[src/rtl/core/msh_pkg.sv]
// ----------------------------------------------------------------------------
// msh_pkg: shared definitions for the multi-seed hash bit signature block
// Hash constants, digit-serial multiplier sizing, register map and the
// sequencer state type.
// ----------------------------------------------------------------------------
`timescale 1ns / 1ps
`default_nettype none

package msh_pkg;

    // MurmurHash64A constants
    localparam logic [63:0] MUL_M   = 64'hc6a4a7935bd1e995;
    localparam int          SHIFT_R = 47;

    // Signature sizing
    localparam int HASH_BITS      = 64;
    localparam int MAX_SEEDS      = 8;
    localparam int MAX_NAME_BYTES = 4095;

    // Remainder by HASH_BITS reduces to a mask for powers of two
    localparam bit HASH_POW2 = ((HASH_BITS & (HASH_BITS - 1)) == 0);

    // Multiplier: one digit of the operand per cycle
    localparam int DIGIT_BITS = 16;
    localparam int NUM_DIGITS = 64 / DIGIT_BITS;
    localparam int DIGIT_CW   = (NUM_DIGITS > 1) ? $clog2(NUM_DIGITS) : 1;

    // Bytes in a full block
    localparam logic [3:0] FULL_BYTES = 4'd8;

    // Register map
    localparam logic [1:0] ADDR_NUM_HASHES  = 2'd0;
    localparam logic [3:0] NUM_HASHES_RESET = 4'd4;

    // Sequencer states
    typedef enum logic [2:0] {
        ST_IDLE,
        ST_LEN,
        ST_K1,
        ST_K2,
        ST_MIX,
        ST_FIN,
        ST_MOD,
        ST_EMIT
    } state_t;

endpackage

`default_nettype wire

[src/rtl/core/msh_mul.sv]
// ----------------------------------------------------------------------------
// msh_mul: digit-serial multiply by the Murmur constant
// Forms the low 64 bits of a * MUL_M, one operand digit per cycle, with a
// shifted copy of the constant and a running accumulator.
// ----------------------------------------------------------------------------
`timescale 1ns / 1ps
`default_nettype none

module msh_mul
(
    input  wire logic        clk,
    input  wire logic        rst_n,
    input  wire logic        start,
    input  wire logic [63:0] a,
    output logic             done,
    output logic [63:0]      product
);

    logic [63:0]                  x_reg;
    logic [63:0]                  m_reg;
    logic [63:0]                  acc_reg;
    logic [msh_pkg::DIGIT_CW-1:0] cnt_reg;
    logic                         busy_reg;
    logic                         done_reg;
    logic [63:0]                  partial;

    // One digit times the shifted constant
    assign partial = {{(64 - msh_pkg::DIGIT_BITS){1'b0}}, x_reg[msh_pkg::DIGIT_BITS-1:0]}
                     * m_reg;

    // Control
    always_ff @(posedge clk or negedge rst_n)
    begin
        if (!rst_n)
        begin
            busy_reg <= 1'b0;
            done_reg <= 1'b0;
            cnt_reg  <= '0;
        end
        else
        begin
            done_reg <= 1'b0;
            if (start)
            begin
                busy_reg <= 1'b1;
                cnt_reg  <= '0;
            end
            else if (busy_reg)
            begin
                cnt_reg <= cnt_reg + 1'b1;
                if (cnt_reg == msh_pkg::DIGIT_CW'(msh_pkg::NUM_DIGITS - 1))
                begin
                    busy_reg <= 1'b0;
                    done_reg <= 1'b1;
                end
            end
        end
    end

    // Operand shift and accumulate
    always_ff @(posedge clk)
    begin
        if (start)
        begin
            x_reg   <= a;
            m_reg   <= msh_pkg::MUL_M;
            acc_reg <= '0;
        end
        else if (busy_reg)
        begin
            x_reg   <= x_reg >> msh_pkg::DIGIT_BITS;
            m_reg   <= m_reg << msh_pkg::DIGIT_BITS;
            acc_reg <= acc_reg + partial;
        end
    end

    assign done    = done_reg;
    assign product = acc_reg;

endmodule

`default_nettype wire

[src/rtl/core/msh_mod.sv]
// ----------------------------------------------------------------------------
// msh_mod: bit position of a hash modulo HASH_BITS
// Power-of-two sizes take the low bits directly; other sizes run a
// bit-serial remainder, one hash bit per cycle from the top.
// ----------------------------------------------------------------------------
`timescale 1ns / 1ps
`default_nettype none

module msh_mod
(
    input  wire logic        clk,
    input  wire logic        rst_n,
    input  wire logic        start,
    input  wire logic [63:0] value,
    output logic             done,
    output logic [5:0]       pos
);

    localparam logic [6:0] HB   = 7'(msh_pkg::HASH_BITS);
    localparam logic [5:0] MASK = 6'(msh_pkg::HASH_BITS - 1);

    logic [63:0] shift_reg;
    logic [5:0]  rem_reg;
    logic [5:0]  cnt_reg;
    logic        busy_reg;
    logic        done_reg;
    logic [6:0]  trial;
    logic [6:0]  rem_step;

    // One remainder step: r = (2r + bit) mod HASH_BITS
    always_comb
    begin
        trial    = {rem_reg, shift_reg[63]};
        rem_step = (trial >= HB) ? (trial - HB) : trial;
    end

    // Control
    always_ff @(posedge clk or negedge rst_n)
    begin
        if (!rst_n)
        begin
            busy_reg <= 1'b0;
            done_reg <= 1'b0;
            cnt_reg  <= '0;
        end
        else
        begin
            done_reg <= 1'b0;
            if (start)
            begin
                cnt_reg <= '0;
                if (msh_pkg::HASH_POW2)
                begin
                    done_reg <= 1'b1;
                end
                else
                begin
                    busy_reg <= 1'b1;
                end
            end
            else if (busy_reg)
            begin
                cnt_reg <= cnt_reg + 1'b1;
                if (cnt_reg == 6'd63)
                begin
                    busy_reg <= 1'b0;
                    done_reg <= 1'b1;
                end
            end
        end
    end

    // Datapath
    always_ff @(posedge clk)
    begin
        if (start)
        begin
            shift_reg <= value;
            rem_reg   <= msh_pkg::HASH_POW2 ? (value[5:0] & MASK) : 6'd0;
        end
        else if (busy_reg)
        begin
            shift_reg <= shift_reg << 1;
            rem_reg   <= rem_step[5:0];
        end
    end

    assign done = done_reg;
    assign pos  = rem_reg;

endmodule

`default_nettype wire

[src/rtl/core/multi_seed_hash_bit_signature.sv]
// ----------------------------------------------------------------------------
// multi_seed_hash_bit_signature: multi-seed MurmurHash64A bit signature
// Hashes a name once per seed, keeps one running hash per seed, and on the
// last word sets bit (hash mod HASH_BITS) of a 64-bit signature per seed.
// ----------------------------------------------------------------------------
//  Channel  Dir  Handshake               Content
//  s_*      in   s_tvalid / s_tready     name words, byte count, length, first
//  m_*      out  m_tvalid / m_tready     64-bit signature, one per name
//  APB      in   psel & penable & pwrite num_hashes at byte address 0
//
//  Products come one at a time from the shared multiplier. A word runs the
//  length product (first word only), the two key products (full block only)
//  and one mix product per seed for all MAX_SEEDS seeds; a last word of zero
//  bytes skips the mix products. The last word then finalizes
//  min(num_hashes, MAX_SEEDS) seeds, with a product and a remainder each, and
//  loads the output register.
//  Reset marks the running hashes invalid, so they read as zero, and sets num_hashes to 4.
//  A finished signature waits in the output register; the next word is
//  taken while it waits, and only a second signature stalls on m_tready.
// ----------------------------------------------------------------------------
`timescale 1ns / 1ps
`default_nettype none

module multi_seed_hash_bit_signature
#(
    parameter int MAX_SEEDS = msh_pkg::MAX_SEEDS
)
(
    input  wire logic        clk,
    input  wire logic        rst_n,
    // Input stream
    input  wire logic        s_tvalid,
    output logic             s_tready,
    input  wire logic [79:0] s_tdata,   // name_word[63:0], byte_count[67:64],
                                        // name_length[79:68]
    input  wire logic [0:0]  s_tuser,   // first_word[0]
    input  wire logic        s_tlast,
    // Output stream
    output logic             m_tvalid,
    input  wire logic        m_tready,
    output logic [63:0]      m_tdata,   // signature[63:0]
    // Configuration
    input  wire logic        psel,
    input  wire logic        penable,
    input  wire logic        pwrite,
    input  wire logic [1:0]  paddr,
    input  wire logic [31:0] pwdata,
    output logic [31:0]      prdata,
    output logic             pready
);

    localparam int SEED_W = (MAX_SEEDS > 1) ? $clog2(MAX_SEEDS) : 1;

    msh_pkg::state_t state_reg;
    msh_pkg::state_t state_next;

    // Configuration
    logic [3:0]  num_hashes_reg;
    logic [4:0]  nh_ext;
    logic [4:0]  n_eff;

    // Latched transaction
    logic [63:0] word_reg;
    logic [3:0]  count_reg;
    logic        first_reg;
    logic        last_reg;
    logic [11:0] len_reg;

    // Working values
    logic [63:0] lenm_reg;
    logic [63:0] k_reg;
    logic [63:0] f_reg;
    logic [63:0] sig_reg;
    logic [SEED_W-1:0] seed_reg;
    logic        launched_reg;

    // Running hash store
    logic [63:0] hash_reg  [MAX_SEEDS];
    logic [MAX_SEEDS-1:0] valid_reg;
    logic [63:0] hash_rd;
    logic [63:0] h_cur;
    logic        hash_we;
    logic [63:0] hash_wdata;

    // Output register
    logic        out_valid_reg;
    logic [63:0] out_data_reg;

    // Input field views
    logic [63:0] in_word;
    logic [3:0]  in_count;
    logic [11:0] in_len;
    logic [11:0] in_len_sat;
    logic        in_first;
    logic        in_full;
    logic [63:0] tail_mask;
    logic        accept;

    // Shared units
    logic        mul_start;
    logic [63:0] mul_a;
    logic        mul_done;
    logic [63:0] mul_p;
    logic        mod_start;
    logic        mod_done;
    logic [5:0]  mod_pos;

    // Sequencing conditions
    logic        has_data;
    logic        full_blk;
    logic        mix_step;
    logic        seed_last;
    logic        fin_last;
    logic        out_free;

    // ------------------------------------------------------------------------
    // Field decode
    // ------------------------------------------------------------------------
    assign in_word  = s_tdata[63:0];
    assign in_count = s_tdata[67:64];
    assign in_len   = s_tdata[79:68];
    assign in_first = s_tuser[0];
    assign in_full  = !s_tlast || (in_count >= msh_pkg::FULL_BYTES);
    assign accept   = s_tvalid && s_tready;

    assign in_len_sat = (17'(in_len) > 17'(msh_pkg::MAX_NAME_BYTES))
                        ? 12'(msh_pkg::MAX_NAME_BYTES) : in_len;

    // Keep only the bytes below the count for a tail word
    always_comb
    begin
        for (int b = 0; b < 8; b++)
        begin
            tail_mask[8*b +: 8] = (4'(b) < in_count) ? 8'hFF : 8'h00;
        end
    end

    // ------------------------------------------------------------------------
    // Configuration register
    // ------------------------------------------------------------------------
    always_ff @(posedge clk or negedge rst_n)
    begin
        if (!rst_n)
        begin
            num_hashes_reg <= msh_pkg::NUM_HASHES_RESET;
        end
        else if (psel && penable && pwrite && pready && (paddr == msh_pkg::ADDR_NUM_HASHES))
        begin
            num_hashes_reg <= pwdata[3:0];
        end
    end

    assign pready = 1'b1;
    assign prdata = (paddr == msh_pkg::ADDR_NUM_HASHES) ? 32'(num_hashes_reg) : 32'd0;

    assign nh_ext = {1'b0, num_hashes_reg};
    assign n_eff  = (nh_ext > 5'(MAX_SEEDS)) ? 5'(MAX_SEEDS) : nh_ext;

    // ------------------------------------------------------------------------
    // Hash store read and current seed value
    // ------------------------------------------------------------------------
    assign hash_rd = valid_reg[seed_reg] ? hash_reg[seed_reg] : 64'd0;
    assign h_cur   = first_reg ? (64'(seed_reg) ^ lenm_reg) : hash_rd;

    assign has_data  = !last_reg || (count_reg != 4'd0);
    assign full_blk  = !last_reg || (count_reg >= msh_pkg::FULL_BYTES);
    assign mix_step  = (state_reg == msh_pkg::ST_MIX) && (has_data ? mul_done : 1'b1);
    assign seed_last = (seed_reg == SEED_W'(MAX_SEEDS - 1));
    assign fin_last  = (5'(seed_reg) == (n_eff - 5'd1));
    assign out_free  = !out_valid_reg || m_tready;

    // ------------------------------------------------------------------------
    // Next state
    // ------------------------------------------------------------------------
    always_comb
    begin
        state_next = state_reg;
        unique case (state_reg)
            msh_pkg::ST_IDLE:
            begin
                if (s_tvalid)
                begin
                    if (in_first)
                    begin
                        state_next = msh_pkg::ST_LEN;
                    end
                    else if (in_full)
                    begin
                        state_next = msh_pkg::ST_K1;
                    end
                    else
                    begin
                        state_next = msh_pkg::ST_MIX;
                    end
                end
            end
            msh_pkg::ST_LEN:
            begin
                if (mul_done)
                begin
                    state_next = full_blk ? msh_pkg::ST_K1 : msh_pkg::ST_MIX;
                end
            end
            msh_pkg::ST_K1:
            begin
                if (mul_done)
                begin
                    state_next = msh_pkg::ST_K2;
                end
            end
            msh_pkg::ST_K2:
            begin
                if (mul_done)
                begin
                    state_next = msh_pkg::ST_MIX;
                end
            end
            msh_pkg::ST_MIX:
            begin
                if (mix_step && seed_last)
                begin
                    if (!last_reg)
                    begin
                        state_next = msh_pkg::ST_IDLE;
                    end
                    else if (n_eff == 5'd0)
                    begin
                        state_next = msh_pkg::ST_EMIT;
                    end
                    else
                    begin
                        state_next = msh_pkg::ST_FIN;
                    end
                end
            end
            msh_pkg::ST_FIN:
            begin
                if (mul_done)
                begin
                    state_next = msh_pkg::ST_MOD;
                end
            end
            msh_pkg::ST_MOD:
            begin
                if (mod_done)
                begin
                    state_next = fin_last ? msh_pkg::ST_EMIT : msh_pkg::ST_FIN;
                end
            end
            msh_pkg::ST_EMIT:
            begin
                if (out_free)
                begin
                    state_next = msh_pkg::ST_IDLE;
                end
            end
            default:
            begin
                state_next = msh_pkg::ST_IDLE;
            end
        endcase
    end

    always_ff @(posedge clk or negedge rst_n)
    begin
        if (!rst_n)
        begin
            state_reg <= msh_pkg::ST_IDLE;
        end
        else
        begin
            state_reg <= state_next;
        end
    end

    // ------------------------------------------------------------------------
    // Sequencer outputs: unit launches and operand select
    // ------------------------------------------------------------------------
    always_comb
    begin
        s_tready  = 1'b0;
        mul_start = 1'b0;
        mod_start = 1'b0;
        mul_a     = 64'd0;
        hash_we   = 1'b0;
        hash_wdata = mul_p;
        unique case (state_reg)
            msh_pkg::ST_IDLE:
            begin
                s_tready = 1'b1;
            end
            msh_pkg::ST_LEN:
            begin
                mul_start = !launched_reg;
                mul_a     = 64'(len_reg);
            end
            msh_pkg::ST_K1:
            begin
                mul_start = !launched_reg;
                mul_a     = word_reg;
            end
            msh_pkg::ST_K2:
            begin
                mul_start = !launched_reg;
                mul_a     = k_reg;
            end
            msh_pkg::ST_MIX:
            begin
                mul_start  = has_data && !launched_reg;
                mul_a      = h_cur ^ k_reg;
                hash_we    = mix_step;
                hash_wdata = has_data ? mul_p : h_cur;
            end
            msh_pkg::ST_FIN:
            begin
                mul_start = !launched_reg;
                mul_a     = hash_rd ^ (hash_rd >> msh_pkg::SHIFT_R);
            end
            msh_pkg::ST_MOD:
            begin
                mod_start = !launched_reg;
            end
            msh_pkg::ST_EMIT:
            begin
                s_tready = 1'b0;
            end
            default:
            begin
                s_tready = 1'b0;
            end
        endcase
    end

    // ------------------------------------------------------------------------
    // Control registers
    // ------------------------------------------------------------------------
    always_ff @(posedge clk or negedge rst_n)
    begin
        if (!rst_n)
        begin
            launched_reg  <= 1'b0;
            seed_reg      <= '0;
            out_valid_reg <= 1'b0;
        end
        else
        begin
            // A unit is running for the current state
            if (mul_start || mod_start)
            begin
                launched_reg <= 1'b1;
            end
            else if (mul_done || mod_done)
            begin
                launched_reg <= 1'b0;
            end

            // Seed walk for mixing and finalization
            if (accept)
            begin
                seed_reg <= '0;
            end
            else if (mix_step)
            begin
                seed_reg <= seed_last ? '0 : seed_reg + 1'b1;
            end
            else if ((state_reg == msh_pkg::ST_MOD) && mod_done && !fin_last)
            begin
                seed_reg <= seed_reg + 1'b1;
            end

            // Output register
            if ((state_reg == msh_pkg::ST_EMIT) && out_free)
            begin
                out_valid_reg <= 1'b1;
            end
            else if (m_tready)
            begin
                out_valid_reg <= 1'b0;
            end
        end
    end

    // ------------------------------------------------------------------------
    // Datapath registers
    // ------------------------------------------------------------------------
    always_ff @(posedge clk)
    begin
        if (accept)
        begin
            word_reg  <= in_word;
            count_reg <= in_count;
            first_reg <= in_first;
            last_reg  <= s_tlast;
            len_reg   <= in_len_sat;
            k_reg     <= in_word & tail_mask;
            sig_reg   <= 64'd0;
        end
        else
        begin
            if ((state_reg == msh_pkg::ST_LEN) && mul_done)
            begin
                lenm_reg <= mul_p;
            end
            if ((state_reg == msh_pkg::ST_K1) && mul_done)
            begin
                k_reg <= mul_p ^ (mul_p >> msh_pkg::SHIFT_R);
            end
            if ((state_reg == msh_pkg::ST_K2) && mul_done)
            begin
                k_reg <= mul_p;
            end
            if ((state_reg == msh_pkg::ST_FIN) && mul_done)
            begin
                f_reg <= mul_p ^ (mul_p >> msh_pkg::SHIFT_R);
            end
            if ((state_reg == msh_pkg::ST_MOD) && mod_done)
            begin
                sig_reg <= sig_reg | (64'd1 << mod_pos);
            end
        end

        if ((state_reg == msh_pkg::ST_EMIT) && out_free)
        begin
            out_data_reg <= sig_reg;
        end
    end

    // ------------------------------------------------------------------------
    // Running hash store
    // ------------------------------------------------------------------------
    always_ff @(posedge clk)
    begin
        if (hash_we)
        begin
            hash_reg[seed_reg] <= hash_wdata;
        end
    end

    always_ff @(posedge clk or negedge rst_n)
    begin
        if (!rst_n)
        begin
            valid_reg <= '0;
        end
        else if (hash_we)
        begin
            valid_reg[seed_reg] <= 1'b1;
        end
    end

    // ------------------------------------------------------------------------
    // Shared units
    // ------------------------------------------------------------------------
    msh_mul u_mul
    (
        .clk     (clk),
        .rst_n   (rst_n),
        .start   (mul_start),
        .a       (mul_a),
        .done    (mul_done),
        .product (mul_p)
    );

    msh_mod u_mod
    (
        .clk   (clk),
        .rst_n (rst_n),
        .start (mod_start),
        .value (f_reg),
        .done  (mod_done),
        .pos   (mod_pos)
    );

    assign m_tvalid = out_valid_reg;
    assign m_tdata  = out_data_reg;

`ifndef SYNTHESIS
    // A product only returns for a launched multiply
    assert property (@(posedge clk) disable iff (!rst_n)
        mul_done |-> launched_reg)
        else $error("multiplier result without a launch");

    // A remainder only returns while finalizing
    assert property (@(posedge clk) disable iff (!rst_n)
        mod_done |-> (state_reg == msh_pkg::ST_MOD))
        else $error("remainder result outside finalization");

    // One transaction at a time on the input
    assert property (@(posedge clk) disable iff (!rst_n)
        (s_tvalid && s_tready) |=> !s_tready)
        else $error("input taken while a word is in work");

    // With at least one seed applied the signature has a bit set
    assert property (@(posedge clk) disable iff (!rst_n)
        ((state_reg == msh_pkg::ST_EMIT) && (n_eff != 5'd0)) |-> (sig_reg != 64'd0))
        else $error("empty signature with seeds applied");

    // Emitting loads the output register
    assert property (@(posedge clk) disable iff (!rst_n)
        ((state_reg == msh_pkg::ST_EMIT) && out_free) |=> m_tvalid)
        else $error("signature not presented after emit");
`endif

endmodule

`default_nettype wire
[config.mk]
export PLATFORM = sky130hd
export DESIGN_NAME = multi_seed_hash_bit_signature
export DESIGN_NICKNAME = d
export VERILOG_FILES = /design/src/rtl/core/msh_pkg.sv /design/src/rtl/core/msh_mul.sv /design/src/rtl/core/msh_mod.sv /design/src/rtl/core/multi_seed_hash_bit_signature.sv
export SDC_FILE = /design/constraint.sdc
export NUM_CORES = 2
export LEC_CHECK = 0
export ABC_AREA = 1
export BUFFER_PORTS_ARGS = -buffer_cell sky130_fd_sc_hd__buf_2
export CAP_MARGIN = 0
export CORE_MARGIN = 2
export CORE_UTILIZATION = 40
export DETAILED_ROUTE_END_ITERATION = 16
export HOLD_SLACK_MARGIN = 0.12
export SLEW_MARGIN = 20
export SYNTH_ARGS = -nofsm -noshare
export SYNTH_HDL_FRONTEND = slang
export SYNTH_HIERARCHICAL = 1
export SYNTH_SLANG_ARGS = --single-unit
export TNS_END_PERCENT = 1
[constraint.sdc]
create_clock -name clk -period 11.52 [get_ports clk]
set_input_delay 0 -clock clk [delete_from_list [all_inputs] [get_ports clk]]
set_output_delay 0 -clock clk [all_outputs]
set_load 0.01 [all_outputs]
* Yosys cells after proc, flatten, opt, wreduce, memory -nomap -nowiden
Memories as Yosys holds them, arrays and structs flattened.
Cells that the tools add are included.
** Word-level totals
- Register bits after elaboration :: 682
- Bits in writable memories :: 512
- Input port bits :: 123
- Output and inout bits :: 99
- Word-level logic and storage cells :: 191
- Memories kept :: 1
** Memory list
- hash_reg :: depth 8, width 64, rd ports 1, clocked after Yosys merged registers in 0, write ports 1, RTL line multi_seed_hash_bit_signature.sv:78 : logic [63:0] hash_reg [MAX_SEEDS];
** Operators by class
- $add $sub $neg :: 6
- Multipliers :: 1
- $lt $le $gt $ge :: 14
- Equality and inequality tests :: 19
- Shift-type cells :: 1
- Multiplexer cells :: 74
- Bitwise operators :: 8
- Reductions and logical operators :: 40
** Operator list (number)
- $mux 64 :: 11
- $pmux 64 s5 :: 1
- $xor 64x17->64 :: 2
- $add 64x64->64 :: 1
- $and 64x64->64 :: 1
- $mul 16x64->64 :: 1
- $mux 8 :: 8
- $or 64x64->64 :: 1
- $shl 1x6->64 const A :: 1
- $xor 3x64->64 :: 1
- $xor 64x64->64 :: 1
- $mux 3 :: 16
- $mux 6 :: 5
- $pmux 3 s8 :: 1
- $mux 1 :: 23
- $lt 3x4->1 const A :: 4
- $eq 3x3->1 const B :: 5
- $logic_and 1x1->1 :: 15
- $ne 2x1->1 const B :: 6
- $ge 4x4->1 const B :: 2
- $lt 1x4->1 const A :: 2
- $lt 2x4->1 const A :: 2
- $mux 2 :: 4
- $mux 4 :: 2
- 31 further kinds :: 47

* Depth between registers and ports, before layout
- Depth after elaboration :: 9
- Gate-level depth with buffers :: 32

* Cells and area by module
The synthesis kept the hierarchy.
** By module, submodules not included
- multi_seed_hash_bit_signature :: instances 1, cells an instance 4479, area an instance 42833.6 um2, seq. area each 27307.4 um2
- msh_mul :: instances 1, cells an instance 3553, area an instance 28851.4 um2, seq. area each 3583.4 um2
- msh_mod :: instances 1, cells an instance 341, area an instance 3382.0 um2, seq. area each 2302.2 um2

* Worst setup path before layout
No wires, ideal clock.
- Path kind :: reg2reg
- From :: register u_mul.m_reg[53]
- To :: register u_mul.acc_reg[59], in the netlist u_mul/product[59]
- Data arrival time :: 5.682 ns
- Slack :: 5.729 ns
- Stages on the path, launching flop included :: 26
- Path buffers :: 2
- Path through :: dfxtp_1 -> buf_2 -> buf_1 -> nand2_1 -> inv_1 -> fa_1 -> fa_1 -> fa_1 -> fa_1 -> fa_1 -> inv_1 -> fa_1 -> inv_1 -> ha_1 -> a21oi_1 -> o21ai_0 -> a21oi_1 -> nor2_1 -> nor2_1 -> nor2_1 -> nor2_1 -> nand2_1 -> nand2_1 -> nand3_1 -> nand2_1 -> inv_1
** Between the ends
- Word-level cells in the longest chain between the ends :: 2
** Ends and longest elaborated chain
- start, declared :: RTL line msh_mul.sv:20 : logic [63:0] m_reg;
- start signal, assigned :: RTL line msh_mul.sv:66 : m_reg <= msh_pkg::MUL_M;
- start signal, assigned :: RTL line msh_mul.sv:72 : m_reg <= m_reg << msh_pkg::DIGIT_BITS;
- $mul 16x64->64 :: RTL line msh_mul.sv:29 : * m_reg;
- $add 64x64->64 :: RTL line msh_mul.sv:73 : acc_reg <= acc_reg + partial;
- end signal, assigned :: RTL line msh_mul.sv:73
- end, declared :: RTL line msh_mul.sv:21 : logic [63:0] acc_reg;
Every way passes these cells.
A chain may end at the register's enable or synchronous reset.

* Final worst setup path
- From :: register u_mul.x_reg[5]
- To :: register u_mul.acc_reg[60], in the netlist u_mul/product[60]
** Between the ends
- Word-level cells in the longest chain between the ends :: 2
** Ends and longest elaborated chain
- start, declared :: RTL line msh_mul.sv:19 : logic [63:0] x_reg;
- start signal, assigned :: RTL line msh_mul.sv:71 : x_reg <= x_reg >> msh_pkg::DIGIT_BITS;
- $mul 16x64->64 :: RTL line msh_mul.sv:29
- $add 64x64->64 :: RTL line msh_mul.sv:73
Every way passes these cells.

==> reports/results.tsv <==
metric	value	unit
status	finished clean	
core	0.1872	mm2
cts-htree-levels	4	
final_nets	9569	
routed_wl	245.2	mm
cts_buffers	132	
synth_cell_types	54	
slew_violations	0	
setup_viol	0	
drc	0	
synth_common_cells	inv_1 (2,021), nand2_1 (2,002), edfxtp_1 (984), nand3_1 (708), fa_1 (573)	
critPathMaxStageDelay	1060	ps
largest_reg_flops	512	
synth_most_common_cell	inv_1	
die_w	437.2	um
cp_top_family	adder cells	
slowest_stage	inv_1	
tightest_slew	1187	ps
min_period	8099	ps
cts-root-buf	clkbuf_16	
grt_pass1_vias	55402	
fin_skew	41.94	ps
syn_inst	8373	
ys_seq_area_share	44.22	%
synth_top_family_by_area	adder cells	
place.gp.congestion	0.9999	
clk_latency	810	ps
async_reset_ff_share	2.763	%
synth-xor-area-share	0.7817	%
drtPass1Iterations	8	
synth_mux_area_share	0	%
antenna_found_initial	9	
finalSetupTns	0	ps
grt_pass1_wl	358.7	mm
placementRows	159	
ant_nets	0	
grt_usage	25.47	%
initial_utilization	40.10	%
synth_compound_area_share	5.054	%
arrival	8800	ps
vias	56843	
rsz0062_at_grt	false	
cp_max_fo	10	
postLayoutCellArea	0.08450	mm2
drt_iter0_drc	5779	
synth_fa_ha_area_share	19.43	%
drive_gt1_share	6.767	%
yosys_warnings	6	
io-pin-count	222	
grt_max_degree	171	
synthesis.area	0.07507	mm2
synth_edf_count	984	
io_buffers	164	
wl_per_cell	21.83	um
start_kind	flip-flop	
hpwl	180.3	mm
cts_tree	yes	
ys_ff_latch	1158	
grt.overflow.total	0	
die-area	0.1911	mm2
final-hold-violation-count	0	
synth_top_area_share	39.36	%
timing.final.crit_share	70.30	%
hp-class	input pin to flip-flop	
whs	125.1	ps
clk_pin_slew	60	ps
syn_avg_cell_area	8.965	um2
cp.required	12220	ps
die_y	437.2	um
dpl_cell_area	0.07821	mm2
synth-main-ff-cell	edfxtp_1	
worstSetupPathType	flip-flop to flip-flop	
synthSimpleGateAreaFrac	18.05	%
crit_buf_inv	8	
maxSlewHeadroom	20.16	%
endpoint_kind	flip-flop	
via_per_inst	5.060	
synth_area_leaders	edfxtp_1 (39%), fa_1 (15%), inv_1 (10%)	
max-clock-path-buffers	3	
fmax	123.5	MHz
clock_sinks	1158	
synthToLayoutAreaGrowth	12.57	%
synth_largest_area_cell	edfxtp_1	
drv_cap	0	
==> what timing repair did <==
action,CTS,global route
endpoints found under the hold margin,278,0
setup buffers,0,0
hold buffers,181,0
resized for setup,0,0
==> per-stage QoR <==
stage	std cells	worst slack (ps)	util, %
2_1_floorplan	8400	5729	-
3_3_place_gp	10804	3626	41.78
3_5_place_dp	10804	3770	41.78
4_1_cts	11228	3750	45.13
5_1_grt	11230	3252	45.14
6_report	11233	3421	45.14
==> worst register-to-register path, stage by stage, from the launching register on <==
cell	delay, ps
edfxtp_1	860
nand2_1	760
inv_1	1060
ha_1	450
inv_1	100
fa_1	450
fa_1	520
inv_1	50
fa_1	510
fa_1	520
inv_1	50
fa_1	480
inv_1	50
ha_1	340
nand2_1	160
o21ai_0	440
inv_1	110
nand2_1	90
nand2_1	50
nand2_1	80
inv_1	40
nand2_1	270
nand2_1	210
nand3_1	130
nand3_1	80
nand2_1	100
inv_1	40
==> cell type report <==
type,instances,area (um2)
tap,2495,3122
inverter,2038,7662
clock buffer,165,3497
timing repair buffer,425,3246
multi-input combinational,4869,32800
clock inverter,78,969.7
antenna,5,12.51
sequential,1158,33200
fill,17894,102700
==> cell usage in the layout (no fill, tap or decap), drive strengths merged, types with 24 or more instances in the layout <==
cell type,netlist,routed
nor2,399,399
xnor2,27,27
edfxtp,984,984
o21ai,243,243
dfrtp,31,31
xor2,40,40
dfxtp,142,142
buf,219,244
dlygate4sd3,0,181
a21oi,307,307
o22ai,34,34
conb,2,29
ha,249,249
clkbuf,116,165
nand4,28,28
clkinv,1,52
inv,2037,2045
nand3,711,711
nor3,24,24
a22oi,50,50
nand2,2011,2011
or2,76,76
fa,573,573
==> metal layers <==
metal	track usage [%]	wire length, um	vias to the layer above
met5	0	0	-
met4	9.861	9958	0
met3	4.691	19840	435
met2	40.73	113700	2292
met1	34.33	101700	27757
li1	-	-	26359
==> cell families (layout without fill, tap and decap cells) <==
logic type	count (synthesis)	in the layout
adder cells (fa/ha/maj)	822	822
XOR/XNOR	67	67
AND/OR/NAND/NOR	3261	3261
buffers and inverters	2373	2706
other	2	34
AO/OA/AOI/OAI	690	690
flip-flops	1158	1158
==> path summary, 6_finish.rpt <==
check	start	to	slack, ps	depth (start not counted)
min in group asynchronous	rst_n	num_hashes_reg[1]$_DFFE_PN0P_	340	4
setup reg to reg	u_mul/x_reg[5]$_DFFE_PP_	u_mul/product[60]$_SDFFE_PP0P_	3420	26
setup / recovery	u_mul/x_reg[5]$_DFFE_PP_	u_mul/product[60]$_SDFFE_PP0P_	3420	26
hold / removal	s_tdata[51]	word_reg[51]$_DFFE_PP_	130	2
hold reg to reg	sig_reg[36]$_SDFFE_PP0P_	m_tdata[36]$_DFFE_PP_	410	0
max in group asynchronous	rst_n	seed_reg[0]$_DFFE_PN0P_	10680	4
Power is not shown: default switching activity piles up to over one toggle a cycle in this logic, so the estimate is an artifact.
